<file path="config.mk">
export PLATFORM = sky130hd
export DESIGN_NAME = scancode_to_ascii_line_editor
export DESIGN_NICKNAME = d
export VERILOG_FILES = /design/src/hdl/sc2a_pkg.sv /design/src/hdl/scancode_to_ascii_line_editor.sv
export SDC_FILE = /design/constraint.sdc
export NUM_CORES = 1
export LEC_CHECK = 0
export BUFFER_PORTS_ARGS = -buffer_cell sky130_fd_sc_hd__buf_2
export CAP_MARGIN = 20
export CELL_PAD_IN_SITES_DETAIL_PLACEMENT = 1
export CELL_PAD_IN_SITES_GLOBAL_PLACEMENT = 1
export CORE_UTILIZATION = 46
export CTS_BUF_LIST = sky130_fd_sc_hd__clkbuf_4 sky130_fd_sc_hd__clkbuf_8 sky130_fd_sc_hd__clkbuf_16
export CTS_CLUSTER_DIAMETER = 100
export DETAILED_ROUTE_END_ITERATION = 6
export PLACE_DENSITY_LB_ADDON = 0.1
export SLEW_MARGIN = 10
export SYNTH_ARGS = -nofsm -noshare
export SYNTH_HDL_FRONTEND = slang
export SYNTH_SLANG_ARGS = --single-unit
</file>
<file path="constraint.sdc">
create_clock -name clk -period 3.9 [get_ports clk]
set_input_delay 0.585 -clock clk [delete_from_list [all_inputs] [get_ports clk]]
set_output_delay 0.585 -clock clk [all_outputs]
set_load 0.05 [all_outputs]
</file>
<file path="src/hdl/sc2a_pkg.sv">
`timescale 1ns / 1ps

package sc2a_pkg;

	localparam logic [7:0] SC_LSHIFT_MAKE  = 8'h2A;
	localparam logic [7:0] SC_RSHIFT_MAKE  = 8'h36;
	localparam logic [7:0] SC_LSHIFT_BREAK = 8'hAA;
	localparam logic [7:0] SC_RSHIFT_BREAK = 8'hB6;
	localparam logic [7:0] SC_CTRL_MAKE    = 8'h1D;
	localparam logic [7:0] SC_CTRL_BREAK   = 8'h9D;
	localparam logic [7:0] SC_KEY_C        = 8'h2E;
	localparam logic [7:0] SC_BACKSPACE    = 8'h0E;
	localparam logic [7:0] SC_ENTER        = 8'h1C;
	localparam logic [7:0] XLAT_SIZE       = 8'd58;
	localparam logic [7:0] COUNT_MAX       = 8'd255;

	localparam int unsigned CODE_W  = 8;
	localparam int unsigned KIND_W  = 3;
	localparam int unsigned CHAR_W  = 7;
	localparam int unsigned COUNT_W = 8;
	localparam int unsigned XLAT_IDX_W = 6;

	typedef logic [CODE_W-1:0]  code_t;
	typedef logic [KIND_W-1:0]  kind_t;
	typedef logic [CHAR_W-1:0]  char_t;
	typedef logic [COUNT_W-1:0] count_t;

	localparam kind_t EV_NONE   = 3'd0;
	localparam kind_t EV_ECHO   = 3'd1;
	localparam kind_t EV_ERASE  = 3'd2;
	localparam kind_t EV_SUBMIT = 3'd3;
	localparam kind_t EV_CANCEL = 3'd4;

	// us layout, padded to 64 entries with zeros
	localparam char_t PLAIN_MAP [0:63] = '{
		7'h00, 7'h1B, 7'h31, 7'h32, 7'h33, 7'h34, 7'h35, 7'h36,
		7'h37, 7'h38, 7'h39, 7'h30, 7'h2D, 7'h3D, 7'h08, 7'h09,
		7'h71, 7'h77, 7'h65, 7'h72, 7'h74, 7'h79, 7'h75, 7'h69,
		7'h6F, 7'h70, 7'h5B, 7'h5D, 7'h0A, 7'h00, 7'h61, 7'h73,
		7'h64, 7'h66, 7'h67, 7'h68, 7'h6A, 7'h6B, 7'h6C, 7'h3B,
		7'h27, 7'h60, 7'h00, 7'h5C, 7'h7A, 7'h78, 7'h63, 7'h76,
		7'h62, 7'h6E, 7'h6D, 7'h2C, 7'h2E, 7'h2F, 7'h00, 7'h2A,
		7'h00, 7'h20, 7'h00, 7'h00, 7'h00, 7'h00, 7'h00, 7'h00
	};

	localparam char_t UPPER_MAP [0:63] = '{
		7'h00, 7'h1B, 7'h21, 7'h40, 7'h23, 7'h24, 7'h25, 7'h5E,
		7'h26, 7'h2A, 7'h28, 7'h29, 7'h5F, 7'h2B, 7'h08, 7'h09,
		7'h51, 7'h57, 7'h45, 7'h52, 7'h54, 7'h59, 7'h55, 7'h49,
		7'h4F, 7'h50, 7'h7B, 7'h7D, 7'h0A, 7'h00, 7'h41, 7'h53,
		7'h44, 7'h46, 7'h47, 7'h48, 7'h4A, 7'h4B, 7'h4C, 7'h3A,
		7'h22, 7'h7E, 7'h00, 7'h7C, 7'h5A, 7'h58, 7'h43, 7'h56,
		7'h42, 7'h4E, 7'h4D, 7'h3C, 7'h3E, 7'h3F, 7'h00, 7'h2A,
		7'h00, 7'h20, 7'h00, 7'h00, 7'h00, 7'h00, 7'h00, 7'h00
	};

endpackage

</file>
<file path="src/hdl/scancode_to_ascii_line_editor.sv">
`timescale 1ns / 1ps

// Set 1 scan code front end for a line editor. Each request carries one raw
// scan code byte; each produces exactly one result with an event kind (none,
// echo, erase, submit, cancel), the echoed ASCII character and the line length
// after the step. Shift and control make/break codes are tracked internally.
// The block takes one request per cycle while the result side is free: a
// request is decoded in the input register, where the modifier/count update
// also happens, and then sits in the result register until taken; both
// registers advance together whenever the result side is free.
module scancode_to_ascii_line_editor #(
	parameter int LINE_LIMIT = 254
) (
	input  logic                clk,
	input  logic                arst_n,
	input  logic                in_valid,
	output logic                in_ready,
	input  sc2a_pkg::code_t     scan_code,
	output logic                out_valid,
	input  logic                out_ready,
	output sc2a_pkg::kind_t     event_kind,
	output sc2a_pkg::char_t     character,
	output sc2a_pkg::count_t    line_length
);
	import sc2a_pkg::*;

	logic   valid_s1;
	code_t  code_s1;
	logic   valid_s2;
	kind_t  kind_s2;
	char_t  char_s2;
	count_t length_s2;

	logic   shift_q;
	logic   ctrl_q;
	count_t count_q;

	logic   adv;
	logic   take_s1;

	kind_t  kind_d;
	char_t  char_d;
	count_t count_d;
	logic   shift_d;
	logic   ctrl_d;
	char_t  xlat;
	logic   has_room;

	assign adv      = !valid_s2 || out_ready;
	assign in_ready = !valid_s1 || adv;
	assign take_s1  = valid_s1 && adv;

	assign xlat = shift_q ? UPPER_MAP[code_s1[XLAT_IDX_W-1:0]]
	                      : PLAIN_MAP[code_s1[XLAT_IDX_W-1:0]];
	assign has_room = (32'(count_q) < LINE_LIMIT) && (count_q < COUNT_MAX);

	always_comb begin
		kind_d  = EV_NONE;
		char_d  = '0;
		count_d = count_q;
		shift_d = shift_q;
		ctrl_d  = ctrl_q;
		if (code_s1 == SC_LSHIFT_MAKE || code_s1 == SC_RSHIFT_MAKE) begin
			shift_d = 1'b1;
		end else if (code_s1 == SC_LSHIFT_BREAK || code_s1 == SC_RSHIFT_BREAK) begin
			shift_d = 1'b0;
		end else if (code_s1 == SC_CTRL_MAKE) begin
			ctrl_d = 1'b1;
		end else if (code_s1 == SC_CTRL_BREAK) begin
			ctrl_d = 1'b0;
		end else if (code_s1[CODE_W-1]) begin
			kind_d = EV_NONE;
		end else if (ctrl_q && code_s1 == SC_KEY_C) begin
			kind_d  = EV_CANCEL;
			count_d = '0;
		end else if (code_s1 == SC_BACKSPACE) begin
			if (count_q != '0) begin
				kind_d  = EV_ERASE;
				count_d = count_q - 8'd1;
			end
		end else if (code_s1 == SC_ENTER) begin
			kind_d  = EV_SUBMIT;
			count_d = '0;
		end else if (code_s1 < XLAT_SIZE && xlat != '0 && has_room) begin
			kind_d  = EV_ECHO;
			char_d  = xlat;
			count_d = count_q + 8'd1;
		end
	end

	always_ff @(posedge clk or negedge arst_n) begin
		if (!arst_n) begin
			valid_s1 <= 1'b0;
			valid_s2 <= 1'b0;
			shift_q  <= 1'b0;
			ctrl_q   <= 1'b0;
			count_q  <= '0;
		end else begin
			if (in_ready) begin
				valid_s1 <= in_valid;
			end
			if (adv) begin
				valid_s2 <= valid_s1;
			end
			if (take_s1) begin
				shift_q <= shift_d;
				ctrl_q  <= ctrl_d;
				count_q <= count_d;
			end
		end
	end

	always_ff @(posedge clk) begin
		if (in_valid && in_ready) begin
			code_s1 <= scan_code;
		end
		if (take_s1) begin
			kind_s2   <= kind_d;
			char_s2   <= char_d;
			length_s2 <= count_d;
		end
	end

	assign out_valid   = valid_s2;
	assign event_kind  = kind_s2;
	assign character   = char_s2;
	assign line_length = length_s2;

	// line length stays within the limit or the saturation point
	a_length_bound: assert property (@(posedge clk) disable iff (!arst_n)
		out_valid |-> (32'(line_length) <= LINE_LIMIT || line_length == COUNT_MAX))
		else $error("line length above limit");

	// character only carried by echo events
	a_char_only_echo: assert property (@(posedge clk) disable iff (!arst_n)
		(out_valid && event_kind != EV_ECHO) |-> character == '0)
		else $error("character set on non-echo event");

	// submit and cancel empty the line
	a_clear_on_end: assert property (@(posedge clk) disable iff (!arst_n)
		(out_valid && (event_kind == EV_SUBMIT || event_kind == EV_CANCEL))
		|-> line_length == '0)
		else $error("line not cleared on submit or cancel");

	// editor state only moves when a request leaves the input stage
	a_state_hold: assert property (@(posedge clk) disable iff (!arst_n)
		!take_s1 |=> ($stable(count_q) && $stable(shift_q) && $stable(ctrl_q)))
		else $error("editor state changed without a request");

	// reported length tracks the internal count
	a_length_tracks: assert property (@(posedge clk) disable iff (!arst_n)
		take_s1 |=> (line_length == count_q))
		else $error("reported length differs from count");

endmodule

</file>
# After elaboration in Yosys (flattened, before gate mapping)
# Memory sizes are Yosys's and may differ from the RTL's.
# Cells that the tools add are included.
dict set report classes {
  add_sub_neg 2
  magnitude_cmp 4
  n_eq_ne 9
  muxes 24
  bitwise_logic 4
  reduce_logical 21
}
# op n
set ops {}
lappend ops {{two-way mux 8 bit} 10}
lappend ops {{two-way mux 7 bit} 5}
lappend ops {{== test 8 x 6 -> 1 bit, second input constant} 3}
lappend ops {{== test 8 bit, second input constant} 3}
lappend ops {{== test 8 x 5 -> 1 bit, second input constant} 2}
lappend ops {{< comparator 8 bit, second input constant} 2}
lappend ops {{OR reduction 9 bit} 1}
lappend ops {{adder 8 x 1 -> 8 bit, second input constant} 1}
lappend ops {{== test 8 x 4 -> 1 bit, second input constant} 1}
lappend ops {{< comparator 8 x 6 -> 1 bit, second input constant} 1}
lappend ops {{nonzero test 8 bit} 1}
lappend ops {{subtractor 8 x 1 -> 8 bit, second input constant} 1}
lappend ops {{greater-or-equal comparator 7 bit, second input constant} 1}
lappend ops {{inverter 6 -> 7 bit} 1}
lappend ops {{nonzero test 7 bit} 1}
lappend ops {{logical AND 1 bit} 6}
lappend ops {{two-way mux 3 bit} 2}
lappend ops {{OR reduction 6 bit} 1}
lappend ops {{two-way mux 1 bit} 5}
lappend ops {{OR reduction 5 bit} 1}
lappend ops {{logical OR 1 bit} 4}
lappend ops {{two-way mux 2 bit} 2}
lappend ops {{AND reduction 4 bit} 1}
lappend ops {{nonzero test 2 bit} 2}
lappend ops {{other kinds (3)} 6}
dict set report word_totals {
  register_bits 38
  romBits 896
  inputBits 12
  out_inout_bits 20
  elab_cells 76
  mem_count 2
}
# memory words word_bits rd rd_ports_with_merged_regs wr line_no
set mem_list {}
lappend mem_list {{(no name shown)} 64 7 1 0 0 scancode_to_ascii_line_editor.sv:54} ;# : PLAIN_MAP[code_s1[XLAT_IDX_W-1:0]];
lappend mem_list {{(no name shown)} 64 7 1 0 0 scancode_to_ascii_line_editor.sv:53} ;# assign xlat = shift_q ? UPPER_MAP[code_s1[XLAT_IDX_W-1:0]]

# Depth between registers and ports, before layout
# Gate-level depths: netlist of the first run.
dict set report logic_depth {
  ltp_word 17
  ltp_mapped 13
  ltp_nobuf 10
}

# Worst setup path after synthesis of the first run
# OpenSTA, ideal clock, no wires.
dict set report synth_timing {
  path_type {reg2reg}
  from {register code_s1[1]}
  to {register length_s2[6], in the netlist line_length[6] (data pin)}
  setup_time_ns 0.262
  t_arrival_ns 2.996
  required_ns 3.638
  setup_slack_ns 0.643
  path_stages_with_launch 14
  n_path_buf 3
  period_less_slack_ns 3.257
  cell_sequence {edfxtp_1 -> buf_2 -> inv_1 -> ha_1 -> clkbuf_1 -> nor2b_1 -> o32ai_1 -> o21ai_1 -> a211oi_2 -> a32oi_1 -> or4_1 -> buf_4 -> a31oi_2 -> o22ai_1}
}
dict set report synth_via {
  elab_chain_cells 17
  word_cells_on_any_way 33
  classes_between {order compare (1); eq/ne (9); mux (14); bitwise (1); reduce/logical (6); memory (2)}
}
# item line_no
set synth_lines {}
lappend synth_lines {{start: declaration} scancode_to_ascii_line_editor.sv:28} ;# code_t code_s1;
lappend synth_lines {{start signal: assignment} scancode_to_ascii_line_editor.sv:115} ;# code_s1 <= scan_code;
lappend synth_lines {{inverter 6 -> 7 bit (not written as such)} {scancode_to_ascii_line_editor.sv:53, scancode_to_ascii_line_editor.sv:54}}
lappend synth_lines {{memory (64 x 7 bit) (on tied branches)} n/a}
lappend synth_lines {{two-way mux 7 bit (on tied branches) (2 in series)} {scancode_to_ascii_line_editor.sv:54, scancode_to_ascii_line_editor.sv:53}}
lappend synth_lines {{two-way mux 7 bit} scancode_to_ascii_line_editor.sv:53}
lappend synth_lines {{nonzero test 7 bit} scancode_to_ascii_line_editor.sv:84} ;# end else if (code_s1 < XLAT_SIZE && xlat != '0 && has_room) begin
lappend synth_lines {{logical AND 1 bit (2 in series)} scancode_to_ascii_line_editor.sv:84}
lappend synth_lines {{two-way mux 8 bit} scancode_to_ascii_line_editor.sv:84}
lappend synth_lines {{two-way mux 8 bit} scancode_to_ascii_line_editor.sv:81} ;# end else if (code_s1 == SC_ENTER) begin
lappend synth_lines {{two-way mux 8 bit} scancode_to_ascii_line_editor.sv:76} ;# end else if (code_s1 == SC_BACKSPACE) begin
lappend synth_lines {{two-way mux 8 bit} scancode_to_ascii_line_editor.sv:73} ;# end else if (ctrl_q && code_s1 == SC_KEY_C) begin
lappend synth_lines {{two-way mux 8 bit} scancode_to_ascii_line_editor.sv:71} ;# end else if (code_s1[CODE_W-1]) begin
lappend synth_lines {{two-way mux 8 bit} scancode_to_ascii_line_editor.sv:69} ;# end else if (code_s1 == SC_CTRL_BREAK) begin
lappend synth_lines {{two-way mux 8 bit} scancode_to_ascii_line_editor.sv:67} ;# end else if (code_s1 == SC_CTRL_MAKE) begin
lappend synth_lines {{two-way mux 8 bit} scancode_to_ascii_line_editor.sv:65} ;# end else if (code_s1 == SC_LSHIFT_BREAK || code_s1 == SC_RSHIFT_BREAK) begin
lappend synth_lines {{two-way mux 8 bit *} scancode_to_ascii_line_editor.sv:63} ;# if (code_s1 == SC_LSHIFT_MAKE || code_s1 == SC_RSHIFT_MAKE) begin
lappend synth_lines {{net count_d[6]} scancode_to_ascii_line_editor.sv:43} ;# count_t count_d;
lappend synth_lines {{end signal: assignment} scancode_to_ascii_line_editor.sv:120} ;# length_s2 <= count_d;
lappend synth_lines {{end: declaration} scancode_to_ascii_line_editor.sv:32} ;# count_t length_s2;
# The timed path passes the listed nets; every way through them passes the cells marked *. The select of a mux whose other input is x is not followed.
# A chain may end at the register's enable or synchronous reset.

# Worst setup path after layout of the first run
dict set report layout_timing {
  from {register code_s1[0]}
  to {register char_s2[3], in the netlist character[3] (data pin)}
}
dict set report layout_via {
  elab_chain_cells 10
  word_cells_on_any_way 26
  classes_between {order compare (1); eq/ne (9); mux (5); bitwise (2); reduce/logical (7); memory (2)}
}
# item line_no
set layout_lines {}
lappend layout_lines {{inverter 6 -> 7 bit (not written as such)} {scancode_to_ascii_line_editor.sv:53, scancode_to_ascii_line_editor.sv:54}}
lappend layout_lines {{memory (64 x 7 bit) (on tied branches)} n/a}
lappend layout_lines {{two-way mux 7 bit (on tied branches) (2 in series)} {scancode_to_ascii_line_editor.sv:54, scancode_to_ascii_line_editor.sv:53}}
lappend layout_lines {{two-way mux 7 bit} scancode_to_ascii_line_editor.sv:53}
lappend layout_lines {{nonzero test 7 bit} scancode_to_ascii_line_editor.sv:84}
lappend layout_lines {{logical AND 1 bit (2 in series)} scancode_to_ascii_line_editor.sv:84}
lappend layout_lines {{inverter 1 bit (no source line)} n/a}
lappend layout_lines {{OR reduction 9 bit (no source line)} n/a}
lappend layout_lines {{end signal: assignment} scancode_to_ascii_line_editor.sv:119} ;# char_s2 <= char_d;
lappend layout_lines {{end: declaration} scancode_to_ascii_line_editor.sv:31} ;# char_t char_s2;
# Parallel ways exist; a longest one is shown, timed or not. The select of a mux whose other input is x is not followed.

==> summary.md, run 1 <==
| Metric | Value |
|---|---|
| Post-synthesis instance area | 3370 um^2 |
| Worst reg-to-reg path cell count | 10 |
| Largest family of logic cells by synthesized area | compound AO/OA/AOI/OAI gates |
| Pint | 0.769 mW |
| Relative slew slack | 0.507 |
| Dpl cell area | 3630 um^2 |
| Worst-margin pin slew | 733 ps |
| Flop pwr share | 0.412 |
| Synth top area cells | edfxtp_1 23%, dfrtp_1 8.9%, ha_1 6.3% |
| Design Area, Final | 3720 um^2 |
| Max-cap violations | 0 |
| Multiplexer share of the synthesized area | 0.0238 |
| Final Non-Filler Cells | a little over 500 |
| Synthesis-to-layout area growth | 10.6% |
| Fin crit share | 0.913 |
| Leak | 1.43 nW |
| Pre-antenna DRT Iters | 5 |
| Critical Path End Type | flip-flop |
| H-tree depth | 2 |
| Post-synthesis simple-gate area fraction | 0.248 |
| RSZ-0062 raised after global routing | false |
| FILL cells | 835 |
| Setup tns final | 0 ps |
| Root Buffer | clkbuf_8 |
| Slew Limit Fails | 0 |
| Critical Path Max Stage Delay | ~480 ps |
| Final nets | ~450 |
| Clock power share | 0.230 |
| Post-Route WL | 11100 um |
| Final HPWL DP | roughly 8000 um |
| Largest net degree at the start of global routing | 54 |
| Clock Sink Count | 38 |
| CP most frequent cell | a211oi_1 |
| Worst-Skew Late Latency | between 300 and 400 ps |
| Ys flop type | edfxtp_1 |
| I/O pins | 32 |
| Clock slew at reported path FFs | 100 ps |
| Num CTS Buffers | 5 |
| Sw frac | 0.418 |
| Cells resized by post-CTS repair | 0 |
| Crit path launch | code_s1[0] |
| R2r endpoint | character[3] |
| ANT nets after route | 0 |
| Sw Pwr | 0.552 mW |
| Synthesized instance count | 396 |
| GRT Util Overall | 0.309 |
| Layout cells sized above 1 | 0.169 |
| Post-CTS Repair Setup Buffers | 0 |
| Outcome | completed |
| Initial Utilization | 0.485 |
| Area leader, netlist | edfxtp_1 |
| Residual DRC count | 0 |
| Clock skew | 18.4 ps |
| Die X | 87.6 um |
| Synth Net Count | 425 |
| Port Buf Inserts | 31 |
| Synth Register Bits | 38 |
| CTS tree | built |
| Final setup fails | 0 |
| Min-Delay Path Class | in2async |
| Combinational share of power | 0.358 |
| VDD IR max | 0.215 mV |
| Critical path, cell by cell | inv_1 > ha_1 > or3b_2 > a21oi_1 > a211oi_1 > a311oi_1 > nand4b_4 > or4_1 > nand3_2 > a211oi_1 |
| Final Hold Vio Count | 0 |
| Die area | 7670 um^2 |
| Crit path max fanout | 10 |
| Vias in the first global route | 3282 |
| Arrival time at the worst endpoint | about 3700 ps |
| EDFF count, synth | 26 |
| CTS Hold Bufs | 0 |
| Synth Area in Compound Gates | 0.277 |
| Total power | 1.32 mW |
| Synth async-reset ratio | 0.316 |
| Adder-cell share of the synthesized area | 0.0632 |
| GRT met1 Usage | 0.435 |
| Core area | 6940 um^2 |
| First-pass GRT wire length | 17900 um |
| GR Util met3 | 0.0434 |
| Met2 GRT Util | 0.494 |
| Gpl congestion | ~0.9 |
| Sequential fraction of the synthesis area | 0.321 |
| Row count | 30 |
| Fmax | 281 MHz |
| Reg2Reg Setup Slack | roughly 340 ps |
| Chip height | 87.6 um |
| WS Path Type | reg2reg |
| Slowest CP cell | edfxtp_1 |
| XOR/XNOR share of the synthesized area | 0.00780 |
| Crit-path leading delay family | simple AND/OR/NAND/NOR gates |
| Vias per cell | 6.48 |
| Grt ovf | 0 |
| Distinct cells, synth | 65 |
| Syn Area/Cell | 8.50 um^2 |
| Minimum clock period | 3560 ps |
| Busiest grt layer | met2 |
| Warnings, synthesis | 0 |
| DR WL/cell | 21.5 um |
| Worst setup SP type | flip-flop |
| Yosys top cell area share | 0.232 |
| Worst r2r src | code_s1[0] |
| Antenna violations before repair | 0 |
| Dpl cells | 508 |
| Initial drt markers | 334 |
| Fin Hold WS | 156 ps |
| Via count | 3343 |
| Longest Clk Path Bufs | 2 |
| Diodes inserted | 0 |
| Critical Path RT | ~4000 ps |
| Power density over the cells | 355 nW/um^2 |
| CP Buf/Inv Count | 1 |
==> worst register-to-register path, cell delays in order, from the launching register on <==
cell and delay, ps:
edfxtp_1 480, inv_1 200, ha_1 380, or3b_2 480
a21oi_1 170, a211oi_1 70, a311oi_1 350, nand4b_4 260
or4_1 430, nand3_2 210, a211oi_1 350
==> power groups by stage <==
stage          logic, mW  registers (mW)  clock network [mW]
4_1_cts            0.467           0.543               0.307
3_3_place_gp       0.448           0.545                   0
6_report           0.473           0.544               0.304
3_5_place_dp       0.465           0.551                   0
5_1_grt            0.509           0.554               0.313
2_1_floorplan      0.308           0.568                   0
==> sequential cells by signal, indices dropped and copies added, names as in the netlist <==
register     flops
character        7
code_s1          8
count_q          8
ctrl_q           1
event_kind       3
line_length      8
out_valid        1
shift_q          1
valid_s1         1
==> Yosys cell counts (4+ instances only) <==
cell type,n
nand2_1,35
edfxtp_1,26
nor2_1,25
a21oi_1,24
ha_1,17
nand3_1,17
o21ai_0,17
inv_1,14
nor2b_1,14
buf_2,13
a31oi_1,12
clkbuf_1,12
dfrtp_1,12
nor3_1,12
nand2b_1,11
a211oi_1,8
mux2i_1,8
and3_1,6
o211ai_1,6
o31ai_1,6
a21o_1,5
nand3b_1,5
o22ai_1,5
or3_1,5
buf_4,4
nand4_1,4
o21a_1,4
o32ai_1,4
==> worst max-delay path by stage <==
stage | cells past startpoint | to
2_1_floorplan | 13 | line_length[6]
3_3_place_gp | 10 | event_kind[0]
3_5_place_dp | 10 | character[3]
4_1_cts | 10 | character[3]
5_1_grt | 10 | event_kind[0]
6_report | 10 | character[3]
==> cell type report <==
cell class                 count  area, um^2  area share
tap                           96         120      0.0323
clock buffer                   6        76.3      0.0205
sequential                    38        1080       0.290
multi-input combinational    313        2090       0.560
clock inverter                 2        13.8     0.00370
timing repair buffer          45         285      0.0766
inverter                      16        60.1      0.0161
==> logic make-up (layout without fill, tap and decap cells) <==
kind of cell / count (synthesis) / after routing
AO/OA/AOI/OAI: 131 / 131
XOR/XNOR: 3 / 3
adder cells (fa/ha/maj): 17 / 17
buffers and inverters: 45 / 69
flip-flops: 38 / 38
multiplexers: 8 / 8
AND/OR/NAND/NOR: 154 / 154
==> cell usage in the layout, fill, tap and decap left out, types with 4 or more instances in the layout <==
master / synthesis / routed
nand2b_1: 11 / 11
a31oi_1: 12 / 12
o21ai_0: 17 / 17
o22ai_1: 5 / 5
or3_1: 5 / 5
a21o_1: 5 / 5
nor3_1: 12 / 12
nor2_1: 25 / 25
ha_1: 17 / 17
buf_2: 13 / 31
inv_1: 14 / 14
nor2b_1: 14 / 14
o31ai_1: 6 / 6
nand4_1: 4 / 4
nand3b_1: 5 / 5
mux2i_1: 8 / 8
o32ai_1: 4 / 4
buf_4: 4 / 12
edfxtp_1: 26 / 26
nand3_1: 17 / 17
a21oi_1: 24 / 24
clkbuf_8: 0 / 5
o211ai_1: 6 / 6
o21a_1: 4 / 4
and3_1: 6 / 6
dfrtp_1: 12 / 12
a211oi_1: 8 / 8
nand2_1: 35 / 35
==> per-stage QoR <==
| step | setup WS [ps] | util |
|---|---|---|
| after CTS | 309 | 0.536 |
| after detailed placement | 331 | 0.523 |
| final | 338 | 0.536 |
| after global routing | 60.4 | 0.536 |
| after floorplan | 643 | - |
| after global placement | 524 | 0.523 |
==> metal layers <==
metal  share of wire  up-vias
li1                -     1546
met1            0.46     1625
met2            0.47      154
met3           0.061       18
met4           0.016        0
met5               0        -
Note: power is estimated with default switching activity, not from simulation.
==> run 2: changes to the inputs <==
BUFFER_PORTS_ARGS = unset   (was -buffer_cell sky130_fd_sc_hd__buf_2)
CORE_UTILIZATION = 49   (was 46)
DONT_BUFFER_PORTS = 1   (was unset)
==> run 2 against run 1 <==
Compared with the run above: the flow now finishes with violations (DRC); via count is 3.6% lower; power is 6.2% lower; first-iteration DRC count is 16% higher; sequential power is 12% higher; sequential share of layout area is 1.5 points higher; clock skew is 10 ps lower; design area is 5.0% lower; critical path depth is 1 higher; fmax is 1.9% lower; non-clock buffer count is 31 lower; combinational power is 21% lower; highest routed layer unchanged.
==> summary.md, run 2 (synthesized netlist as in run 1, its figures left out) <==
| Metric | Value |
|---|---|
| VDD IR max | 0.194 mV (-9.7%) |
| Diodes inserted | 0 (unchanged) |
| Final HPWL DP | 7520 um (-7.1%) |
| Met2 Routed Length | 4590 um (-11%) |
| Clock slew at reported path FFs | 70 ps (-30 ps) |
| Outcome | complete, but fails checks |
| Final setup fails | 0 (unchanged) |
| Longest Clk Path Bufs | 2 (unchanged) |
| Grt ovf | 0 (unchanged) |
| Worst setup SP type | flip-flop |
| Largest net degree at the start of global routing | 54 (unchanged) |
| R2r endpoint | line_length[2] |
| Slew Limit Fails | 0 (unchanged) |
| Via count | 3222 (-3.6%) |
| Hold wc startpoint | scan_code[0] |
| Commonest non-fill, non-tap cell in the layout | nand2_1 |
| Power density over the cells | 351 nW/um^2 (-1.2%) |
| Initial drt markers | 389 (+16%) |
| Clock Sink Count | 38 (unchanged) |
| Cells resized by post-CTS repair | 0 (unchanged) |
| Critical path, cell by cell | inv_1 > ha_1 > a2111oi_0 > o32a_1 > a31oi_1 > a32oi_1 > buf_4 > nor4_2 > buf_4 > o2111ai_1 > o31ai_1 |
| Leak | 1.30 nW (-9.0%) |
| Num CTS Buffers | 5 (unchanged) |
| Most frequent cells in the layout | 35 x nand2_1, 26 x edfxtp_1, 25 x nor2_1 |
| Row count | 29 (-3.3%) |
| Post-Route WL | 10300 um (-7.1%) |
| Metal3 WL | 752 um (+11%) |
| Design Area, Final | 3530 um^2 (-5.0%) |
| Die X | 84.9 um (-3.0%) |
| Setup tns final | 0 ps (unchanged) |
| CP most frequent cell | buf_4 |
| Fin crit share | 0.931 (+0.0177) |
| Critical Path Max Stage Delay | 720 ps (+240 ps) |
| Die area | 7210 um^2 (-6.0%) |
| Dpl cell area | 3450 um^2 (-5.1%) |
| Minimum clock period | 3630 ps (+69.0 ps) |
| Worst reg-to-reg path cell count | 11 (+1) |
| DR WL/cell | 22.2 um (+3.1%) |
| CP Buf/Inv Count | 3 (+2) |
| WS Path Type | reg2reg |
| Final worst setup slack | 269 ps (-69.0 ps) |
| Chip height | 84.9 um (-3.0%) |
| Total power | 1.24 mW (-6.2%) |
| GRT Util Overall | 0.305 (-0.00460) |
| Antenna violations before repair | 0 (unchanged) |
| Root Buffer | clkbuf_8 |
| Min-Delay Path Class | in2reg |
| Fmax | 275 MHz (-1.9%) |
| Residual DRC count | 2 (+2) |
| Final nets | 417 (-6.9%) |
| Post-CTS Repair Setup Buffers | 0 (unchanged) |
| Critical Path RT | 3920 ps (-90 ps) |
| Final Hold Vio Count | 0 (unchanged) |
| DR top layer | met4 |
| Setup WS pre-CTS | 332 ps (+1.67 ps) |
| Core area | 6490 um^2 (-6.5%) |
| Arrival time at the worst endpoint | 3650 ps (-20 ps) |
| Fin Hold WS | 388 ps (+232 ps) |
| Worst-margin pin slew | 725 ps (-8.42 ps) |
| Relative slew slack | 0.504 (-0.00312) |
| Layout cells sized above 1 | 0.0979 (-0.0711) |
| RSZ-0062 raised after global routing | false |
| Vias in the first global route | 3096 (-5.7%) |
| Reg2Reg Setup Slack | 270 ps (-70 ps) |
| First-pass GRT wire length | 17100 um (-4.2%) |
| Slowest CP cell | a2111oi_0 |
| Worst-Skew Late Latency | 290 ps (-30 ps) |
| Worst r2r src | code_s1[0] |
| Crit-path leading delay family | compound AO/OA/AOI/OAI gates |
| Gpl congestion | 0.955 (+6.1%) |
| ANT nets after route | 0 (unchanged) |
| Vias per cell | 6.93 (+7.0%) |
| Violated checks | DRC |
| Initial Utilization | 0.518 (+0.0335) |
| CTS Hold Bufs | 1 (+1) |
| I/O pins | 32 (unchanged) |
| Port Buf Inserts | 0 (-100%) |
| Pre-antenna DRT Iters | 7 (+2) |
| CTS tree | built |
| H-tree depth | 2 (unchanged) |
| WHS Endpoint | code_s1[0] |
| Synthesis-to-layout area growth | 4.98% |
| Clock skew | 8.42 ps (-9.98 ps) |
| Crit path max fanout | 8 (-2) |
| Critical Path End Type | flip-flop |
| Worst hold stages | 0 |
| WL met1 | 4880 um (-3.6%) |
| Max-cap violations | 0 (unchanged) |
-- run 2: cell count changes in the layout (fill, tap and decap cells not counted) --
cell / previous run / this run
buf_4: 12 / 11
clkinv_2: 1 / 2
dlygate4sd3_1: 0 / 1
buf_2: 31 / 0
clkbuf_4: 1 / 0
clkinv_4: 1 / 0
-- run 2: stage by stage --
step,instances,util
2_1_floorplan,396,-
3_3_place_gp,457,0.531
3_5_place_dp,457,0.531
4_1_cts,465,0.544
5_1_grt,465,0.544
6_report,465,0.544
-- run 2: worst max-delay path by stage --
stage | startpoint | endpoint | slack, ps | cells past startpoint
2_1_floorplan | code_s1[1] | line_length[6] | 640 | 13
3_3_place_gp | code_s1[0] | line_length[7] | 390 | 11
3_5_place_dp | code_s1[0] | line_length[7] | 330 | 11
4_1_cts | code_s1[0] | line_length[7] | 320 | 11
5_1_grt | code_s1[0] | character[3] | 60 | 10
6_report | code_s1[0] | line_length[2] | 270 | 11
-- run 2: routing by layer --
metal | global-route usage | vias up
met3 | 0.0389 | 11
li1 | - | 1489
met1 | 0.479 | 1571
met4 | 0.0524 | 0
met2 | 0.451 | 151
met5 | 0 | -
-- run 2: power breakdown --
part | switching, mW | internal, mW
registers | 0.130 | 0.480
clock network | 0.133 | 0.120
logic | 0.239 | 0.137
total | 0.502 | 0.737
-- run 2: cell type report --
type                       count  area, um^2
clock buffer                   5        68.8
clock inverter                 2        10.0
fill                         778        2960
inverter                      16        60.1
multi-input combinational    313        2090
sequential                    38        1080
tap                           77        96.3
timing repair buffer          14         133
